### config.mk
export PLATFORM = sky130hd
export DESIGN_NAME = lphm_front
export DESIGN_NICKNAME = d
export VERILOG_FILES = /design/src/lphm_pkg.sv /design/src/lphm_hash.sv /design/src/lphm_front.sv
export SDC_FILE = /design/constraint.sdc
export NUM_CORES = 2
export LEC_CHECK = 0
export ABC_CLOCK_PERIOD_IN_PS = 16400
export BUFFER_PORTS_ARGS = -buffer_cell sky130_fd_sc_hd__buf_2
export CORE_MARGIN = 2
export CORE_UTILIZATION = 45
export CTS_BUF_LIST = sky130_fd_sc_hd__clkbuf_8
export DETAILED_ROUTE_END_ITERATION = 10
export PLACE_DENSITY = 0.74
export SLEW_MARGIN = 10
export SYNTH_ARGS = -nofsm -noshare
export SYNTH_HDL_FRONTEND = slang
export SYNTH_SLANG_ARGS = --single-unit
### constraint.sdc
create_clock -name clk -period 16.4 [get_ports clk]
set_input_delay 0.82 -clock clk [delete_from_list [all_inputs] [get_ports clk]]
set_output_delay 0.82 -clock clk [all_outputs]
set_load 0.02 [all_outputs]
### src/lphm_pkg.sv
// Package for the linear probe hash map: table geometry, command and result
// beat types, status and opcode codes, and hash constants. No dependencies.
package lphm_pkg;

    localparam int TABLE_SLOTS = 1024;
    localparam int SLOT_BITS   = $clog2(TABLE_SLOTS);
    localparam int KEY_W       = 64;
    localparam int VAL_W       = 32;
    localparam int FIFO_DEPTH  = 2;

    localparam logic [SLOT_BITS:0] HALF_LOAD = (SLOT_BITS + 1)'(TABLE_SLOTS / 2);

    localparam logic [63:0] MIX_C1 = 64'hbf58476d1ce4e5b9;
    localparam logic [63:0] MIX_C2 = 64'h94d049bb133111eb;
    localparam int SHIFT_A = 30;
    localparam int SHIFT_B = 27;
    localparam int SHIFT_C = 31;

    localparam logic       OP_LOOKUP = 1'b0;
    localparam logic       OP_PUT    = 1'b1;

    localparam logic [1:0] ST_OK      = 2'd0;
    localparam logic [1:0] ST_MISSING = 2'd1;
    localparam logic [1:0] ST_FULL    = 2'd2;

    typedef struct packed {
        logic             opcode;
        logic [KEY_W-1:0] lookup_key;
        logic [VAL_W-1:0] bound_value;
    } cmd_t;

    typedef struct packed {
        logic [VAL_W-1:0] found_value;
        logic [1:0]       status;
    } result_t;

    typedef struct packed {
        cmd_t                 cmd;
        logic [SLOT_BITS-1:0] home;
    } item_t;

    typedef struct packed {
        logic  valid;
        item_t item;
    } queue_out_t;

endpackage

### src/lphm_hash.sv
// Multi-cycle home slot hash: 64-bit finalizer built on one shared 32x32
// multiplier. Depends on lphm_pkg.
module lphm_hash
    import lphm_pkg::*;
(
    input  logic                 clk,
    input  logic                 rst_n,
    input  logic                 go,
    input  logic [KEY_W-1:0]     key,
    output logic                 busy,
    output logic                 done,
    output logic [SLOT_BITS-1:0] slot
);

    typedef enum logic [7:0] {
        H_IDLE = 8'b00000001,
        H_M1A  = 8'b00000010,
        H_M1B  = 8'b00000100,
        H_M1C  = 8'b00001000,
        H_MIX  = 8'b00010000,
        H_M2A  = 8'b00100000,
        H_M2B  = 8'b01000000,
        H_M2C  = 8'b10000000
    } hstate_t;

    hstate_t     state_reg, state_next;
    logic        done_reg, done_next;
    logic [63:0] x_reg, x_next;
    logic [63:0] acc_reg, acc_next;
    logic [63:0] cmul;
    logic [31:0] ma, mb;
    logic [63:0] prod;
    logic [63:0] fin;

    assign prod = 64'(ma) * 64'(mb);
    assign fin  = acc_reg ^ (acc_reg >> SHIFT_C);

    always_comb
    begin
        state_next = state_reg;
        done_next  = 1'b0;
        x_next     = x_reg;
        acc_next   = acc_reg;
        cmul       = (state_reg == H_M2A || state_reg == H_M2B || state_reg == H_M2C)
                     ? MIX_C2 : MIX_C1;
        ma         = x_reg[31:0];
        mb         = cmul[31:0];
        case (state_reg)
            H_IDLE:
            begin
                if (go)
                begin
                    x_next     = key ^ (key >> SHIFT_A);
                    state_next = H_M1A;
                end
            end
            H_M1A, H_M2A:
            begin
                acc_next   = prod;
                state_next = (state_reg == H_M1A) ? H_M1B : H_M2B;
            end
            H_M1B, H_M2B:
            begin
                mb         = cmul[63:32];
                acc_next   = {acc_reg[63:32] + prod[31:0], acc_reg[31:0]};
                state_next = (state_reg == H_M1B) ? H_M1C : H_M2C;
            end
            H_M1C:
            begin
                ma         = x_reg[63:32];
                acc_next   = {acc_reg[63:32] + prod[31:0], acc_reg[31:0]};
                state_next = H_MIX;
            end
            H_MIX:
            begin
                x_next     = acc_reg ^ (acc_reg >> SHIFT_B);
                state_next = H_M2A;
            end
            H_M2C:
            begin
                ma         = x_reg[63:32];
                acc_next   = {acc_reg[63:32] + prod[31:0], acc_reg[31:0]};
                done_next  = 1'b1;
                state_next = H_IDLE;
            end
            default:
            begin
                state_next = H_IDLE;
            end
        endcase
    end

    always_ff @(posedge clk or negedge rst_n)
    begin
        if (!rst_n)
        begin
            state_reg <= H_IDLE;
            done_reg  <= 1'b0;
        end
        else
        begin
            state_reg <= state_next;
            done_reg  <= done_next;
        end
    end

    always_ff @(posedge clk)
    begin
        x_reg   <= x_next;
        acc_reg <= acc_next;
    end

    assign busy = (state_reg != H_IDLE) || done_reg;
    assign done = done_reg;
    assign slot = fin[SLOT_BITS-1:0];

endmodule

### src/lphm_front.sv
// Front end: accept command beats, hash the key to its home slot, and hand
// the command with its home slot to the queue. Depends on lphm_pkg and lphm_hash.
module lphm_front
    import lphm_pkg::*;
(
    input  logic  clk,
    input  logic  rst_n,
    input  logic  start,
    input  cmd_t  cmd,
    output logic  busy,
    input  logic  queue_full,
    output logic  push,
    output item_t push_item
);

    logic                 pend_reg, pend_next;
    cmd_t                 cmd_reg;
    logic [SLOT_BITS-1:0] home_reg;
    logic                 accept;
    logic                 h_busy, h_done;
    logic [SLOT_BITS-1:0] h_slot;

    assign busy   = h_busy || pend_reg;
    assign accept = start && !busy;
    assign push   = pend_reg && !queue_full;

    lphm_hash u_hash (
        .clk   (clk),
        .rst_n (rst_n),
        .go    (accept),
        .key   (cmd.lookup_key),
        .busy  (h_busy),
        .done  (h_done),
        .slot  (h_slot)
    );

    always_comb
    begin
        pend_next = pend_reg;
        if (h_done)
        begin
            pend_next = 1'b1;
        end
        else if (push)
        begin
            pend_next = 1'b0;
        end
    end

    always_ff @(posedge clk or negedge rst_n)
    begin
        if (!rst_n)
        begin
            pend_reg <= 1'b0;
        end
        else
        begin
            pend_reg <= pend_next;
        end
    end

    always_ff @(posedge clk)
    begin
        if (accept)
        begin
            cmd_reg <= cmd;
        end
        if (h_done)
        begin
            home_reg <= h_slot;
        end
    end

    assign push_item = '{cmd: cmd_reg, home: home_reg};

endmodule

Word-level counts from Yosys, hierarchy flattened
Index checks and enable logic that the tools add are counted.
{ "totals": {"word_cells": 56, "out_inout_bits": 109, "in_bits": 101, "regBits": 245} }
{ "op_classes": {"multipliers": 1, "n_bitwise": 4, "muxes": 13, "n_reduce_logical": 17, "n_eq_ne": 10, "n_addsub": 1} }
{ "op_table": {"columns": ["cell", "count"], "rows": [
  ["$pmux 64 s2", 2],
  ["$mul 32x32->64", 1],
  ["$mux 32", 2],
  ["$mux 64", 1],
  ["$xor 64x34->64", 1],
  ["$xor 64x37->64", 1],
  ["$mux 62", 1],
  ["$pmux 8 s5", 1],
  ["$add 32x32->32", 1],
  ["$mux 8", 2],
  ["$xor 10x10->10", 1],
  ["$eq 8x1->1 const B", 1],
  ["$eq 8x2->1 const B", 1],
  ["$eq 8x3->1 const B", 1],
  ["$eq 8x4->1 const B", 1],
  ["$eq 8x5->1 const B", 1],
  ["$eq 8x6->1 const B", 1],
  ["$eq 8x7->1 const B", 1],
  ["$eq 8x8->1 const B", 1],
  ["$ne 8x1->1 const B", 1],
  ["$mux 7", 1],
  ["$reduce_bool 2->1", 3],
  ["$reduce_or 2->1", 3],
  ["$logic_or 1x1->1", 4],
  ["other kinds (7)", 12]
]} }

Depth between registers and ports, before layout
{ "logic_depth": {"word_depth": 8, "ltp_mapped": 43, "depth_no_buf": 40} }

Hierarchy
From an unflattened synthesis, not the netlist that was laid out.
{ "hier_totals": {"cells_unflattened": 3899, "area_unflattened_um2": 40625.2} }
{ "modules_own_cells": {"columns": ["module", "seq_area_each_um2", "area_per_inst_um2", "n_inst", "cells_per_inst"], "rows": [
  ["lphm_hash", 4070.2, 37359.6, 1, 3787],
  ["lphm_front", 3238.1, 3265.6, 1, 112]
]} }

Worst setup path after synthesis
No wires, ideal clock.
{ "synth_path": {"path_type": "register to register", "startpoint": "register u_hash.state_reg[0]", "endpoint": "register u_hash.acc_reg[63] (data pin)", "slack_ns": 6.653, "setup_time_ns": 0.262, "period_less_slack_ns": 9.747, "path_buffers": 3, "path_stages_with_launch": 38, "arrival_time_ns": 9.484, "t_required_ns": 16.138, "path_cell_list": "dfstp_2 > nor2_2 > nand2_1 > nor2_1 > nor2_1 > clkbuf_1 > inv_1 > ha_1 > clkbuf_1 > clkbuf_1 > nor2_1 > fa_1 > fa_1 > fa_1 > inv_1 > fa_1 > inv_1 > fa_1 > (+2 left out) > inv_1 > fa_1 > fa_1 > ha_1 > nand2_2 > or4_4 > a211oi_4 > nor3_1 > xnor2_1 > ha_1 > a21oi_1 > o21a_1 > nor2b_1 > a22oi_1 > a41o_1 > a31oi_1 > mux2i_1 > nand3_1"} }
{ "synth_via": {"elab_chain_len": 8} }
{ "synth_rtl": {"columns": ["element", "line", "source"], "rows": [
  ["from (decl)", "lphm_hash.sv:26", "hstate_t state_reg, state_next;"],
  ["from (signal assigned)", "lphm_hash.sv:102", "state_reg <= state_next;"],
  ["$eq 8x6->1 or $eq 8x7->1 (tied branches)", "lphm_hash.sv:44, lphm_hash.sv:48", null],
  ["$logic_or 1x1->1 (2 in series)", "lphm_hash.sv:44", "cmul = (state_reg == H_M2A || state_reg == H_M2B || state_reg == H_M2C)"],
  ["$mux 62", "lphm_hash.sv:45", "? MIX_C2 : MIX_C1;"],
  ["$mux 32", "lphm_hash.sv:48", "case (state_reg)"],
  ["$mul 32x32->64", "lphm_hash.sv:35", "assign prod = 64'(ma) * 64'(mb);"],
  ["$add 32x32->32", "lphm_hash.sv:65, lphm_hash.sv:71, lphm_hash.sv:82", null],
  ["$pmux 64 s2 (*)", "lphm_hash.sv:48", null],
  ["net u_hash.acc_next[63]", "lphm_hash.sv:29", "logic [63:0] acc_reg, acc_next;"],
  ["to (signal assigned)", "lphm_hash.sv:110", "acc_reg <= acc_next;"],
  ["to (decl)", "lphm_hash.sv:29", null]
]} }
Mark *: on every way through the listed nets, which the timed path passes. The rest lies on a longest branch. The select of a mux whose other input is x is not followed.
A chain may end at the register's enable or synchronous reset.

Final worst setup path
{ "layout_path": {"startpoint": "register u_hash.state_reg[1]", "endpoint": "register u_hash.acc_reg[63] (data pin)"} }
Same word-level chain as after synthesis.

==> impl_summary.log <==
[metrics] DR iter-0 viols: 2729
[metrics] count of TritonRoute iterations in the first routing pass: 6
[metrics] number of buffer cells added on primary ports: 209
[metrics] largest stage delay on the critical path: 0.91 ns
[metrics] depth of the most critical reg-to-reg path: 34
[metrics] horizontal die dimension: 305.7 um
[metrics] top post-synthesis cells by count: sky130_fd_sc_hd__inv_1 (912), sky130_fd_sc_hd__fa_1 (827), sky130_fd_sc_hd__ha_1 (367), sky130_fd_sc_hd__nand2_1 (254), sky130_fd_sc_hd__nor2_1 (253)
[metrics] top cells by area, synth: sky130_fd_sc_hd__fa_1 (40%), sky130_fd_sc_hd__edfxtp_1 (17%), sky130_fd_sc_hd__ha_1 (11%), sky130_fd_sc_hd__inv_1 (8.4%), sky130_fd_sc_hd__nand2_1 (2.3%)
[metrics] post-CTS setup buffers: 0
[metrics] Initial Util: 45.44%
[metrics] max-slew headroom at the worst pin: between 20% and 30%
[metrics] Layout Area Growth over Synthesis: 7.272%
[metrics] die outline height: 305.7 um
[metrics] worst-path maximum fanout: 42
[metrics] Cell Area, Synth: between 40000 and 50000 sq um
[metrics] number of standard-cell rows in the floorplan: 110
[metrics] post-route clock skew: roughly 0.017 ns
[metrics] Worst Path Required: 16.67 ns
[metrics] final antenna diode count: 0
[metrics] accumulated negative setup slack: 0 ns
[metrics] ys async rst share: ~4.1%
[metrics] flip-flop cell with the highest count after synthesis: sky130_fd_sc_hd__edfxtp_1
[metrics] global-route wire length before repair: 189.2 mm
[metrics] DR DRC count: 0
[metrics] DIE AREA: ~93000 sq um
[metrics] post-cts repair resize count: 0
[metrics] Setup WS pre-CTS: 4.972 ns
[metrics] share of post-route cells with drive strength above 1: 9.135%
[metrics] Routed WL per cell: 23.67 um
[metrics] register bit count reported by yosys: 245
[metrics] top-level port count: 210
[metrics] Hold WC Path Type: in2async
[metrics] final critical-path setup slack: ~4.8 ns
[metrics] setup repair after global routing missed its margin: false
[metrics] cell with the largest stage delay on the worst path: sky130_fd_sc_hd__mux2i_2
[metrics] run status: complete, no violations
[metrics] average via count per standard cell: 5.437
[metrics] total count of max-transition violations in the final report: 0
[metrics] Detailed Route WL: approximately 130 mm
[metrics] distinct cell type count of the synthesized netlist: 88
[metrics] post-layout min period: 11.56 ns
[metrics] maximum clock frequency: 0.08650 GHz
[metrics] Avg Synthesized Cell Area: about 10 sq um
[metrics] via total after detailed routing: 28780
[metrics] Final period util: 70.50%
[metrics] number of global-route vias before repair: 30510
[metrics] arrival time at the worst endpoint: 11.83 ns
[metrics] number of fill cells: slightly above 8000
[metrics] TritonCTS buffer count: 36
[metrics] clock latency on the worst-skew pair: 0.54 ns
[metrics] count of maximum capacitance violations: 0
[metrics] portion of synthesized cell area occupied by the leading cell type: 40.41%
[metrics] count of yosys warnings during synthesis: 0
[metrics] cell chosen for the clock root: sky130_fd_sc_hd__clkbuf_8
[metrics] final standard cell area without fillers: 43950 sq um
[metrics] number of flops mapped to enable cells by yosys: between 200 and 250
[metrics] gpl congestion: 1.036
[metrics] net count after synthesis: 5227
[metrics] placeable core region: 90150 sq um
[metrics] number of failing setup endpoints in the final timing report: 0
[metrics] type of destination of the critical path: flop
[metrics] max FFs per register: 97
[metrics] post-synthesis cell count: just under 4000
[metrics] critical path start-end classification: reg2reg
[metrics] cell type with the largest total area after synthesis: sky130_fd_sc_hd__fa_1
[metrics] number of antenna violations at the first check in global routing: 1
[metrics] TritonCTS clock tree: yes
[metrics] actual slew at the worst max-slew pin: 1.134 ns
[metrics] maximum root-to-sink buffer count: 3
[metrics] number of buffers inserted for hold repair after clock tree synthesis: 0
[metrics] Congestion Overflow GR: 0
[metrics] most numerous cell in the Yosys netlist: sky130_fd_sc_hd__inv_1
[metrics] total routing resource utilization after global routing: 27.25%
[metrics] startpoint kind of the worst setup timing path: flop
[metrics] post-synthesis sequential area ratio: 17.84%
[metrics] number of hold violations in the final report: 0
[metrics] maximum number of pins on one net before global-route repair: 103
[metrics] clk slew on worst S/H paths: 0.08 ns
[metrics] H-tree depth: 2
[metrics] area post-placement: 43230 sq um
[metrics] half-perimeter wire length after placement: 107.9 mm
[metrics] number of clock sinks seen by CTS: 245
[metrics] library cell appearing most often on the critical path: sky130_fd_sc_hd__fa_1
[metrics] number of nets in the final layout: 5389
[metrics] Antenna Violating Nets Remaining: 0
## metal layers
metal	vias up	wire [um]	GRT usage, %
li1	12500	-	-
met1	14640	50770	37.28
met2	1352	56260	41.77
met3	281	11020	5.422
met4	0	7204	13.04
met5	-	0	0
## cells by family (layout without fill, tap and decap cells)
group | Yosys count | in the layout | share of synthesized area (%)
adders and majority gates | 1194 | 1194 | 51.62
buffers and inverters | 1036 | 1220 | 9.654
and+or+nand+nor | 868 | 868 | 10.15
AOI/OAI and AO/OA | 383 | 383 | 6.069
DFF | 245 | 245 | 17.84
xor gates and xnor gates | 167 | 167 | 3.570
muxes | 39 | 39 | 1.099
## cells in the final DEF (no fill, tap or decap), drive strengths merged, types with 36 or more instances in the layout
cell type | synthesis | final
a21o | 63 | 63
a21oi | 98 | 98
and2 | 105 | 105
buf | 27 | 237
clkbuf | 86 | 37
edfxtp | 235 | 235
fa | 827 | 827
ha | 367 | 367
inv | 920 | 925
nand2 | 255 | 255
nand2b | 70 | 70
nor2 | 254 | 254
nor2b | 36 | 36
o21ai | 103 | 103
xnor2 | 89 | 89
xor2 | 78 | 78
## through the flow
step	utilization [%]	cells	hold WS, ns
final	48.75	5292	0.1302
after global routing	48.75	5292	0.1041
after CTS	48.75	5292	0.1103
after detailed placement	47.96	5232	0.5106
after global placement	47.96	5232	0.4856
after floorplan	-	3932	0.4656
## area by class of cell
| class | instances | area, sq um | area share (%) |
|---|---|---|---|
| Clock buffer | 37 | 509.2 | 1.159 |
| Clock inverter | 23 | 205.2 | 0.4669 |
| Inverter | 923 | 3465 | 7.884 |
| Multi-Input combinational cell | 2651 | 29730 | 67.65 |
| Sequential cell | 245 | 7308 | 16.63 |
| Tap cell | 1176 | 1471 | 3.348 |
| Timing Repair Buffer | 237 | 1256 | 2.858 |
## critical path: cells and delay by family (launching register included)
family	cells	cell delay, ns
AOI/OAI and AO/OA	7	1.46
xor gates and xnor gates	1	0.42
adders and majority gates	10	4.77
buffers and inverters	5	1.09
DFF	1	0.40
muxes	2	1.12
and+or+nand+nor	9	1.97
## path summary, 6_finish.rpt
| check | startpoint | end | slack (ns) |
|---|---|---|---|
| max | u_hash.state_reg[1] | u_hash.acc_reg[63] | 4.84 |
| min | rst_n | u_hash.state_reg[1] | 0.13 |
| max reg2reg | u_hash.state_reg[1] | u_hash.acc_reg[63] | 4.84 |
| min reg2reg | pend_reg | pend_reg | 0.51 |
| max in group asynchronous | rst_n | u_hash.state_reg[0] | 16.01 |
| min in group clk | cmd[15] | push_item[25] | 0.46 |
Power is left out: the tool's default activity adds up to more than one toggle a clock period on the data nets, which glitch-free logic cannot reach.
