**config.mk**
```make
export PLATFORM = sky130hd
export DESIGN_NAME = lphm_fifo
export DESIGN_NICKNAME = d
export VERILOG_FILES = /design/src/lphm_pkg.sv /design/src/lphm_fifo.sv
export SDC_FILE = /design/constraint.sdc
export NUM_CORES = 1
export LEC_CHECK = 0
export ABC_AREA = 1
export BUFFER_PORTS_ARGS = -buffer_cell sky130_fd_sc_hd__buf_4
export CAP_MARGIN = 0
export CORE_MARGIN = 1.5
export CORE_UTILIZATION = 54
export CTS_BUF_LIST = sky130_fd_sc_hd__clkbuf_4
export CTS_CLUSTER_DIAMETER = 60
export CTS_CLUSTER_SIZE = 28
export DETAILED_ROUTE_END_ITERATION = 7
export PLACE_DENSITY = 0.87
export RECOVER_POWER = 100
export SETUP_SLACK_MARGIN = 0.2
export SLEW_MARGIN = 40
export SYNTH_ARGS = -nofsm -noshare
export SYNTH_HDL_FRONTEND = slang
export SYNTH_SLANG_ARGS = --single-unit
```
**constraint.sdc**
```tcl
create_clock -name clk -period 7.5 [get_ports clk]
set_clock_uncertainty 0.15 [all_clocks]
set_input_delay 0.375 -clock clk [delete_from_list [all_inputs] [get_ports clk]]
set_output_delay 0.375 -clock clk [all_outputs]
set_load 0.02 [all_outputs]
```
**src/lphm_pkg.sv**
```systemverilog
// Package for the linear probe hash map: table geometry, command and result
// beat types, status and opcode codes, and hash constants. No dependencies.
package lphm_pkg;

    localparam int TABLE_SLOTS = 1024;
    localparam int SLOT_BITS   = $clog2(TABLE_SLOTS);
    localparam int KEY_W       = 64;
    localparam int VAL_W       = 32;
    localparam int FIFO_DEPTH  = 2;

    localparam logic [SLOT_BITS:0] HALF_LOAD = (SLOT_BITS + 1)'(TABLE_SLOTS / 2);

    localparam logic [63:0] MIX_C1 = 64'hbf58476d1ce4e5b9;
    localparam logic [63:0] MIX_C2 = 64'h94d049bb133111eb;
    localparam int SHIFT_A = 30;
    localparam int SHIFT_B = 27;
    localparam int SHIFT_C = 31;

    localparam logic       OP_LOOKUP = 1'b0;
    localparam logic       OP_PUT    = 1'b1;

    localparam logic [1:0] ST_OK      = 2'd0;
    localparam logic [1:0] ST_MISSING = 2'd1;
    localparam logic [1:0] ST_FULL    = 2'd2;

    typedef struct packed {
        logic             opcode;
        logic [KEY_W-1:0] lookup_key;
        logic [VAL_W-1:0] bound_value;
    } cmd_t;

    typedef struct packed {
        logic [VAL_W-1:0] found_value;
        logic [1:0]       status;
    } result_t;

    typedef struct packed {
        cmd_t                 cmd;
        logic [SLOT_BITS-1:0] home;
    } item_t;

    typedef struct packed {
        logic  valid;
        item_t item;
    } queue_out_t;

endpackage

```
**src/lphm_fifo.sv**
```systemverilog
// Short queue of hashed items between front and back end.
// Depends on lphm_pkg.
module lphm_fifo
    import lphm_pkg::*;
(
    input  logic       clk,
    input  logic       rst_n,
    input  logic       push,
    input  item_t      push_item,
    input  logic       pop,
    output logic       full,
    output queue_out_t head
);

    localparam int PW = $clog2(FIFO_DEPTH);

    item_t         entry_reg [FIFO_DEPTH];
    logic [PW-1:0] wp_reg, rp_reg;
    logic [PW:0]   cnt_reg;

    assign full       = (cnt_reg == (PW + 1)'(FIFO_DEPTH));
    assign head.valid = (cnt_reg != '0);
    assign head.item  = entry_reg[rp_reg];

    always_ff @(posedge clk or negedge rst_n)
    begin
        if (!rst_n)
        begin
            wp_reg  <= '0;
            rp_reg  <= '0;
            cnt_reg <= '0;
        end
        else
        begin
            if (push)
            begin
                wp_reg <= wp_reg + 1'b1;
            end
            if (pop)
            begin
                rp_reg <= rp_reg + 1'b1;
            end
            cnt_reg <= cnt_reg + (PW + 1)'(push) - (PW + 1)'(pop);
        end
    end

    always_ff @(posedge clk)
    begin
        if (push)
        begin
            entry_reg[wp_reg] <= push_item;
        end
    end

endmodule

```
# Word level (Yosys, flattened, before mapping)
# Memory sizes are Yosys's and may differ from the RTL's.
# Cells that the tools add are included.
# W data, S select, Z words.
# classes
mux	2
n_eq_ne	1
div	0
reduce_logical	1
magnitude_cmp	0
mul	0
shift	0
bitwise	0
add_sub_neg	4
# op_table
operator	count
$add A1 B1 Y1 const B	2
$add A2 B1 Y2	1
$eq A2 B2 Y1 const B	1
$mux W1	2
$reduce_bool A2 Y1	1
$sub A2 B1 Y2	1
# word_totals
word_cells	12
mem_bits_ro	0
ff_bits	4
latch_bits	0
out_inout_bits	109
ram_bits	214
n_memories	1
# memory_table
memory	depth	width	read_ports	rd_clocked_by_memory_dff	wr	line_no	source
entry_reg	2	107	1	0	1	lphm_fifo.sv:17	item_t entry_reg [FIFO_DEPTH];

# Logic depth before layout (Yosys ltp)
# Gate-level depths: netlist (run 1).
# depth
word_depth	2
depth_mapped	7

# Least setup slack after synthesis (run 1)
# Ideal clock, no wire load.
# synth_path
kind	in2reg
from	input port push
to	memory entry_reg[0][0] (netlist name), enable pin
slack_ns	1.880
setup_ns	0.577
stages	2
t_arrival_ns	4.893
cell_sequence	inv_1 -> nor2_1
# synth_between
elab_chain_len	2
# synth_rtl
element	line_no	source
start: declaration	lphm_fifo.sv:8	input logic push,
$mux W1	lphm_fifo.sv:49	if (push)
$mux W1 (implied by the code)	lphm_fifo.sv:51	entry_reg[wp_reg] <= push_item;
end: declaration	lphm_fifo.sv:17	
# Every way passes these cells.

# Final worst setup path (run 1)
# layout_path
from	register wp_reg
to	memory entry_reg[1][79] (netlist name), enable pin
# layout_lines
element	line_no	source
start: declaration	lphm_fifo.sv:18	logic [PW-1:0] wp_reg, rp_reg;
start signal: assignment	lphm_fifo.sv:37	wp_reg <= wp_reg + 1'b1;
# No word-level cell before the write port.

==> impl_metrics.py, run 1 <==
metrics = {
    "setup_path": {
        "reg2reg_setup_slack_ns": 2.64,
        "setup.worst_path.end_class": "flop",
        "criticalPathCategory": "flop to flop",
        "worstPathMaxFanout": 58,
        "worst_r2r_path_depth": 3,
        "timing.critical_path.required_ns": 7.52,
        "regToRegStartpoint": "wp_reg",
        "cp.arrival_ns": 4.88,
        "cp-start-kind": "flop",
        "rr_endpoint": "entry_reg[1][79]",
    },
    "floorplanning": {
        "die_width_um": 127,
        "initial_utilization": 0.550,
        "placeable_core_region_um2": 15100,
        "io_pins": 220,
        "floorplan.die.height_um": 127,
        "rows": 45,
        "floorplan.die_area_um2": 16200,
    },
    "sta": {
        "setup_ws_ns": 2.64,
        "grt_setup_unrepaired": "no",
        "slew_headroom": -1.18,
        "total_negative_slack_for_setup_checks_ns": 0,
        "report.final.hold_viol_count": 0,
        "count_of_pins_over_their_slew_limit": 152,
        "finalWorstPathRequiredPeriod_ns": 4.86,
        "timing.hold.ws_ns": 0.330,
        "setup-violations-final": 0,
        "max_freq_mhz": 206,
        "finalCritPeriodShare": 0.648,
        "worstMarginPinSlew_ns": 3.27,
    },
    "logic_synthesis": {
        "synthSimpleGateAreaFrac": 0.0529,
        "synth-compound-area-share": 0.0823,
        "synthCells": 584,
        "synth.ff_latch_count": 218,
        "synth_adder_area_share": 0.00300,
        "synthesis.yosys.warnings": 0,
        "post_synth_instance_area_um2": 8330,
        "yosysUniqueCellTypes": 14,
        "synth_nets": 697,
        "seq_area_frac_synth": 0.784,
        "yosys-mux-area-fraction": 0,
        "post_synth.cell_area_avg_um2": 14.3,
        "synth_xor_area_frac": 0.00210,
        "main_combinational_cell_family_by_area_after_synthesis": "compound AO/OA/AOI/OAI gates",
    },
    "clocking": {
        "clock-root-buffer": "clkbuf_4",
        "hold_buffers": 111,
        "worst_skew_pair.late_latency_ns": 0.60,
        "clk_pin_slew_ns": 0.24,
        "cts_max_path_buffers": 3,
        "numCtsBuffers": 14,
        "cts_sinks": 218,
        "clock_tree.htree_level_count": 1,
        "cts_tree": "done",
        "post_cts_sizing": 0,
        "postCtsSetupRepairBufs": 0,
    },
    "outcome": {
        "failing_checks": "max-capacitance violations, max-slew violations",
        "status": "complete, but fails checks",
    },
    "worst_hold_path": {
        "hold_start": "push_item[76]",
        "timing.hold.worst_endpoint": "entry_reg[0][76]",
        "whs_path_depth": 2,
        "worst_hold_path_type": "input port to flop",
    },
    "power": {
        "switchingPower_mw": 1.46,
        "leakage_power_of_the_design_nw": 4.39,
        "ir_worst_vdd_v": 0.000268,
        "swShare": 0.401,
        "fin_total_pwr_mw": 3.65,
        "proportion_of_power_drawn_by_flip_flops_and_latches": 0.470,
        "power.combinational.fraction": 0.382,
        "cell_internal_pwr_mw": 2.19,
        "p_per_area_nw_per_um2": 334,
        "power.clock.fraction": 0.148,
    },
    "route": {
        "drt-pass1-iter-count": 4,
        "initialDrtViolationCount": 401,
        "detail-route-antenna-nets": 0,
        "wl_mm": 17.4,
        "post_drt_via_cell_ratio": 4.92,
        "wire_per_inst_um": 15.7,
        "route.vias.total": 5452,
        "drc_errors": 0,
    },
    "grt": {
        "grt-ovfl-total": 0,
        "globalRouteTotalUtil": 0.215,
        "grt_max_degree": 98,
        "grt_pass1_wl_mm": 27.3,
        "antenna_found_initial": 1,
        "vias_in_the_first_global_route": 5582,
    },
    "placement": {
        "place_worst_setup_slack_ns": 4.78,
        "numPortBuffers": 219,
        "place.gp.congestion": 0.785,
        "dpl.hpwl_mm": 10.2,
    },
    "cells_and_area": {
        "area_growth_syn_to_layout_pct": 31.5,
        "fill_cells": 1024,
        "post_route_cells_drive_above_1_share": 0.186,
        "largest_register_ffs": 214,
        "utilization": 0.723,
        "net_total_in_the_final_layout": 1024,
    },
    "job": {
        "maxCapViolCount": 3,
    },
}
## final cells by class
type | instances | area [um^2] | area share
Clock inverter | 9 | 124 | 0.0113
Timing Repair Buffer | 335 | 2410 | 0.220
Clock buffer | 15 | 113 | 0.0103
Sequential cell | 218 | 6530 | 0.596
Inverter | 114 | 429 | 0.0392
Multi-Input combinational cell | 228 | 1120 | 0.102
Antenna cell | 1 | 2.50 | 0.000228
Tap cell | 188 | 235 | 0.0215
## stage by stage
| step | instances | cell area (um^2) |
|---|---|---|
| 2_1_floorplan | 584 | 8330 |
| 3_3_place_gp | 972 | 10100 |
| 3_5_place_dp | 972 | 10100 |
| 4_1_cts | 1107 | 11400 |
| 5_1_grt | 1108 | 11000 |
| 6_report | 1108 | 11000 |
## worst max-delay path, stage by stage, from the launching register on
cell,delay (ns)
dfrtp_1,0.43
nand2_1,0.08
clkinvlp_2,1.34
clkbuf_1,2.41
## layer usage
metal  vias up  track usage  part of all wire
met5         -            0                 0
met4         0       0.0548             0.028
met3        34       0.0461             0.061
met2       189        0.407              0.53
met1      2593        0.249              0.38
li1       2636            -                 -
## cell usage after synthesis
library cell,n,area share
nand2_1,114,0.051
o21ai_1,19,0.011
ha_1,2,0.0030
o21ai_2,40,0.042
nor2_1,2,0.00090
edfxtp_1,214,0.77
dfrtp_1,4,0.012
buf_4,5,0.0045
clkbuf_1,6,0.0027
nand3_1,1,0.00060
inv_1,114,0.051
buf_6,13,0.018
o21ai_0,48,0.029
xor2_1,2,0.0021
## power groups by stage
stage               clock network, mW  registers, mW  logic (mW)
finish                          0.542           1.72        1.40
global route                    0.600           1.74        1.53
CTS                             0.553           1.71        1.61
detailed placement                  0           1.74        1.56
global placement                    0           1.73        1.53
floorplan                           0           1.71        1.02
## worst max path at each step
stage                      start          endpoint  slack (ns)  depth (start not counted)
after detailed placement    push  entry_reg[0][68]        4.78                          5
after CTS                 rp_reg          head[34]        4.26                          3
after global placement      push  entry_reg[0][71]        4.82                          5
after floorplan             push   entry_reg[0][0]        1.88                          2
final                     wp_reg  entry_reg[1][79]        2.64                          3
after global routing      wp_reg  entry_reg[1][29]        2.24                          3
## placed cells by master (no fill, tap or decap), drive strengths merged
cell and instances:
o21ai 107, inv 118, clkbuf 205, xor2 2, ha 2, edfxtp 214
clkinv 3, dlygate4sd3 111, nand3 1, buf 34, bufinv 1, clkinvlp 1
nor2 2, nand2 114, dfrtp 4, diode 1
## cell families (layout without fill, tap and decap cells)
family / after synthesis / count (layout)
xor+xnor: 2 / 2
buf+inv: 138 / 473
other cells: 0 / 1
compound gates: 107 / 107
fa+ha+maj: 2 / 2
simple gates: 117 / 117
flops: 218 / 218
Note: power is estimated with default switching activity, not from simulation.
==> run 2: changes to the inputs <==
clock period = 5.1 ns   (was 7.5 ns; I/O delays follow)
==> run 2 against run 1 <==
  * The run still ends with max-capacitance violations, max-slew violations left
  * Core utilization decreased by 0.70 points
  * Hold slack got worse by 0.12 ns
  * Die area unchanged
  * Maximum frequency increased by 27%
  * Final cell count decreased by 0.36%
  * Clock power increased by 22%
  * Global-route usage decreased by 0.29 points
  * Critical path depth decreased by 1
  * Via count decreased by 1.7%
  * Clock-buffer cell count decreased by 2
  * Setup slack got worse by 1.4 ns
  * Register-to-register slack got worse by 1.4 ns
  * Largest cell class unchanged
  * Highest routed layer is now met5
==> impl_metrics.py, run 2 (same netlist as run 1, synthesis figures left out) <==
metrics = {
    "worst_hold_path": {
        "worst_hold_path_type": "input port to flop",
        "timing.hold.worst_endpoint": "rp_reg",
        "whs_path_depth": 3,
        "hold_start": "pop",
    },
    "cells_and_area": {
        "post_route_cells_drive_above_1_share": 0.172,
        "layout.cells.most_common": "edfxtp_1",
        "largest_register_ffs": 214,
        "net_total_in_the_final_layout": 1022,
        "utilization": 0.716,
        "area_growth_syn_to_layout_pct": 30.2,
        "most-common-layout-cells": "214 x edfxtp_1, 128 x clkbuf_1, 114 x nand2_1",
    },
    "clocking": {
        "cts_max_path_buffers": 3,
        "clock_tree.htree_level_count": 1,
        "clock-root-buffer": "clkbuf_4",
        "cts_sinks": 218,
        "numCtsBuffers": 13,
        "worst_skew_pair.late_latency_ns": 0.61,
        "hold_buffers": 111,
        "clk_pin_slew_ns": 0.23,
        "post_cts_sizing": 0,
        "postCtsSetupRepairBufs": 0,
        "cts_tree": "done",
    },
    "route": {
        "detail-route-antenna-nets": 0,
        "drc_errors": 0,
        "initialDrtViolationCount": 335,
        "wl_mm": 17.3,
        "wire_per_inst_um": 15.7,
        "route.vias.total": 5359,
        "post_drt_via_cell_ratio": 4.85,
        "drt-pass1-iter-count": 4,
    },
    "setup_path": {
        "timing.critical_path.required_ns": 5.12,
        "setup.worst_path.end_class": "flop",
        "regToRegStartpoint": "wp_reg",
        "criticalPathCategory": "flop to flop",
        "reg2reg_setup_slack_ns": 1.27,
        "cp.arrival_ns": 3.85,
        "worstPathMaxFanout": 65,
        "rr_endpoint": "entry_reg[0][38]",
        "cp-start-kind": "flop",
        "worst_r2r_path_depth": 2,
    },
    "floorplanning": {
        "placeable_core_region_um2": 15100,
        "floorplan.die.height_um": 127,
        "die_width_um": 127,
        "floorplan.die_area_um2": 16200,
        "initial_utilization": 0.550,
        "io_pins": 220,
        "rows": 45,
    },
    "grt": {
        "grt.busiest_layer": "met2",
        "grt_util_met2": 0.395,
        "antenna_found_initial": 2,
        "grt_use_met3": 0.0498,
        "grt_util_met1": 0.246,
        "grt_max_degree": 131,
        "grt-ovfl-total": 0,
        "vias_in_the_first_global_route": 5320,
        "grt_pass1_wl_mm": 26.5,
        "globalRouteTotalUtil": 0.212,
    },
    "sta": {
        "grt_setup_unrepaired": "no",
        "worstMarginPinSlew_ns": 3.65,
        "setup_ws_ns": 1.27,
        "count_of_pins_over_their_slew_limit": 159,
        "finalWorstPathRequiredPeriod_ns": 3.83,
        "finalCritPeriodShare": 0.751,
        "max_freq_mhz": 261,
        "setup-violations-final": 0,
        "report.final.hold_viol_count": 0,
        "total_negative_slack_for_setup_checks_ns": 0,
        "slew_headroom": -1.43,
    },
    "outcome": {
        "failing_checks": "max-capacitance violations, max-slew violations",
        "status": "complete, but fails checks",
    },
    "placement": {
        "numPortBuffers": 219,
        "dpl.hpwl_mm": 9.96,
        "place.gp.congestion": 0.747,
        "place_worst_setup_slack_ns": 2.71,
    },
    "power": {
        "switchingPower_mw": 2.12,
        "leakage_power_of_the_design_nw": 4.29,
        "power.combinational.fraction": 0.382,
        "swShare": 0.407,
        "proportion_of_power_drawn_by_flip_flops_and_latches": 0.492,
        "cell_internal_pwr_mw": 3.09,
        "p_per_area_nw_per_um2": 481,
        "power.clock.fraction": 0.127,
        "ir_worst_vdd_v": 0.000402,
    },
    "job": {
        "maxCapViolCount": 3,
    },
}
## run 2: per-stage QoR
step | instance area (um^2) | hold slack (ns) | cells | power, mW
detailed placement | 10100 | -0.0946 | 971 | 4.85
CTS | 11300 | 0.130 | 1103 | 5.57
floorplan | 8330 | -0.191 | 584 | 4.01
finish | 10800 | 0.211 | 1104 | 5.21
global placement | 10100 | -0.0955 | 971 | 4.78
global route | 10800 | 0.168 | 1104 | 5.51
## run 2: critical path, cell delays in order, from the launching register on
cell	delay (ns)
dfrtp_1	0.45
nor2_1	0.15
clkbuf_1	2.57
## run 2: layout make-up
cell class | instances | area [um^2]
antenna | 1 | 2.50
clock buffer | 13 | 97.6
clock inverter | 8 | 67.6
fill | 1059 | 4300
inverter | 114 | 430
multi-input combinational | 228 | 1160
sequential | 218 | 6530
tap | 188 | 235
timing repair buffer | 334 | 2320
## run 2: metal layers
metal  wire length [um]  vias to the layer above  share of wire
met4                365                        2          0.021
met5                 12                        -        0.00069
li1                   -                     2624              -
met2               9480                      190           0.55
met3               1160                       26          0.067
met1               6270                     2517           0.36
## run 2: worst max-delay path by stage
stage	from	to	slack [ns]
floorplan	wp_reg	entry_reg[0][0]	1.31
detailed placement	rp_reg	head[46]	2.71
global route	wp_reg	entry_reg[0][38]	0.92
global placement	rp_reg	head[46]	2.75
CTS	rp_reg	head[46]	1.95
finish	wp_reg	entry_reg[0][38]	1.27
## run 2: power groups by stage
stage | Clock [mW] | Sequential [mW] | Combinational, mW
3_5_place_dp | 0 | 2.59 | 2.27
5_1_grt | 0.742 | 2.61 | 2.16
3_3_place_gp | 0 | 2.57 | 2.22
4_1_cts | 0.683 | 2.54 | 2.34
2_1_floorplan | 0 | 2.51 | 1.50
6_report | 0.661 | 2.56 | 1.99
==> run 3: changes to the inputs <==
clock period = 3.9 ns   (was 5.1 ns; I/O delays follow)
==> run 3 against run 2 <==
  * The run still ends with max-capacitance violations, max-slew violations left
  * Routed wire length rose by 6.5%
  * Final cell count up 0.27%
  * Critical endpoint is now head[21]
  * Sequential power is 29% higher
  * Largest power group unchanged
  * Largest cell class unchanged
==> impl_metrics.py, run 3 (same netlist as run 1, synthesis figures left out) <==
metrics = {
    "outcome": {
        "status": "complete, but fails checks",
        "failing_checks": "max-capacitance violations, max-slew violations",
    },
    "clocking": {
        "hold_buffers": 111,
        "post_cts_sizing": 0,
        "clk_pin_slew_ns": 0.24,
        "worst_skew_pair.late_latency_ns": 0.63,
        "cts_sinks": 218,
        "cts_tree": "done",
        "clock_tree.htree_level_count": 1,
        "numCtsBuffers": 14,
        "postCtsSetupRepairBufs": 0,
        "cts_max_path_buffers": 3,
        "clock-root-buffer": "clkbuf_4",
    },
    "worst_hold_path": {
        "worst_hold_path_type": "input port to flop",
    },
    "power": {
        "switchingPower_mw": 2.86,
        "leakage_power_of_the_design_nw": 4.31,
        "ir_worst_vdd_v": 0.000513,
        "swShare": 0.402,
        "proportion_of_power_drawn_by_flip_flops_and_latches": 0.466,
        "power.clock.fraction": 0.159,
        "p_per_area_nw_per_um2": 651,
        "power.combinational.fraction": 0.376,
        "cell_internal_pwr_mw": 4.26,
    },
    "cells_and_area": {
        "layout.cells.most_common": "edfxtp_1",
        "most-common-layout-cells": "214 x edfxtp_1, 136 x clkbuf_1, 114 x nand2_1",
        "largest_register_ffs": 214,
        "fill_cells": 1035,
        "area_growth_syn_to_layout_pct": 31.2,
        "antenna_cells": 0,
        "post_route_cells_drive_above_1_share": 0.165,
        "net_total_in_the_final_layout": 1024,
        "utilization": 0.722,
    },
    "grt": {
        "globalRouteTotalUtil": 0.226,
        "grt_max_degree": 109,
        "grt-ovfl-total": 0,
        "grt_pass1_wl_mm": 28.3,
        "vias_in_the_first_global_route": 5688,
        "antenna_found_initial": 0,
    },
    "sta": {
        "total_negative_slack_for_setup_checks_ns": 0,
        "finalWorstPathRequiredPeriod_ns": 3.11,
        "setup-violations-final": 0,
        "slew_headroom": -0.384,
        "grt_setup_unrepaired": "no",
        "finalCritPeriodShare": 0.799,
        "worstMarginPinSlew_ns": 2.07,
        "max_freq_mhz": 321,
        "report.final.hold_viol_count": 0,
        "count_of_pins_over_their_slew_limit": 53,
    },
    "setup_path": {
        "cpLargestDelayFamily": "buffers and inverters",
        "worstPathMaxFanout": 67,
        "setup.worst_path.end_class": "output pin",
        "path_cells": "clkbuf_2 > nand2_1 > o21ai_0 > clkbuf_1",
        "cp.arrival_ns": 2.77,
        "critPathBufInv": 2,
        "criticalPathCategory": "flop to output pin",
        "timing.critical_path.slowest_stage_cell": "dfrtp_4",
        "timing.critical_path.required_ns": 3.56,
        "timing.critical_path.slowest_cell_delay_ns": 0.88,
        "cp-start-kind": "flop",
    },
    "route": {
        "initialDrtViolationCount": 419,
        "wire_per_inst_um": 16.6,
        "post_drt_via_cell_ratio": 4.99,
        "route.vias.total": 5526,
        "drc_errors": 0,
        "wl_mm": 18.4,
        "drt-pass1-iter-count": 4,
        "detail-route-antenna-nets": 0,
    },
    "placement": {
        "place.gp.congestion": 0.732,
        "numPortBuffers": 219,
        "dpl.hpwl_mm": 10.6,
    },
    "floorplanning": {
        "die_width_um": 127,
        "io_pins": 220,
        "rows": 45,
        "floorplan.die.height_um": 127,
        "initial_utilization": 0.550,
        "floorplan.die_area_um2": 16200,
        "placeable_core_region_um2": 15100,
    },
    "job": {
        "maxCapViolCount": 2,
    },
}
==> run 3: per-stage QoR <==
stage	setup slack [ns]	cells	hold WS, ns	power [mW]	area, um^2
2_1_floorplan	0.748	584	-0.251	5.24	8340
3_3_place_gp	1.80	972	-0.155	6.28	10100
3_5_place_dp	1.71	972	-0.154	6.39	10100
4_1_cts	0.966	1107	0.0585	7.59	11500
5_1_grt	0.555	1107	0.0729	7.49	10900
6_report	0.785	1107	0.113	7.12	10900
==> run 3: cell type report <==
type	instances	area (um^2)	share of cell area
Sequential cell	218	6530	0.597
Clock inverter	9	151	0.0139
Clock buffer	15	113	0.0103
Multi-Input combinational cell	228	1170	0.107
Inverter	114	430	0.0394
Timing Repair Buffer	335	2300	0.211
Tap cell	188	235	0.0215
==> run 3: power by group through the flow <==
stage,combinational (mW),sequential (mW),clock (mW)
2_1_floorplan,1.97,3.27,0
3_3_place_gp,2.95,3.33,0
3_5_place_dp,3.02,3.36,0
4_1_cts,3.12,3.31,1.16
5_1_grt,2.89,3.36,1.24
6_report,2.67,3.31,1.13
==> run 3: worst paths after layout <==
check,slack (ns),endpoint,cells after the start,from
max,0.79,head[21],4,rp_reg
min,0.11,entry_reg[1][17],2,push_item[17]
max reg2reg,0.84,entry_reg[0][46],2,wp_reg
min reg2reg,0.37,wp_reg,1,wp_reg
max in group asynchronous,3.06,cnt_reg[0],3,rst_n
min in group asynchronous,0.32,rp_reg,3,rst_n
==> run 3: layer usage <==
metal / global-route usage / part of all wire
met3: 0.0490 / 0.062
met4: 0.0648 / 0.030
met2: 0.435 / 0.54
met1: 0.251 / 0.37
met5: 0 / 0
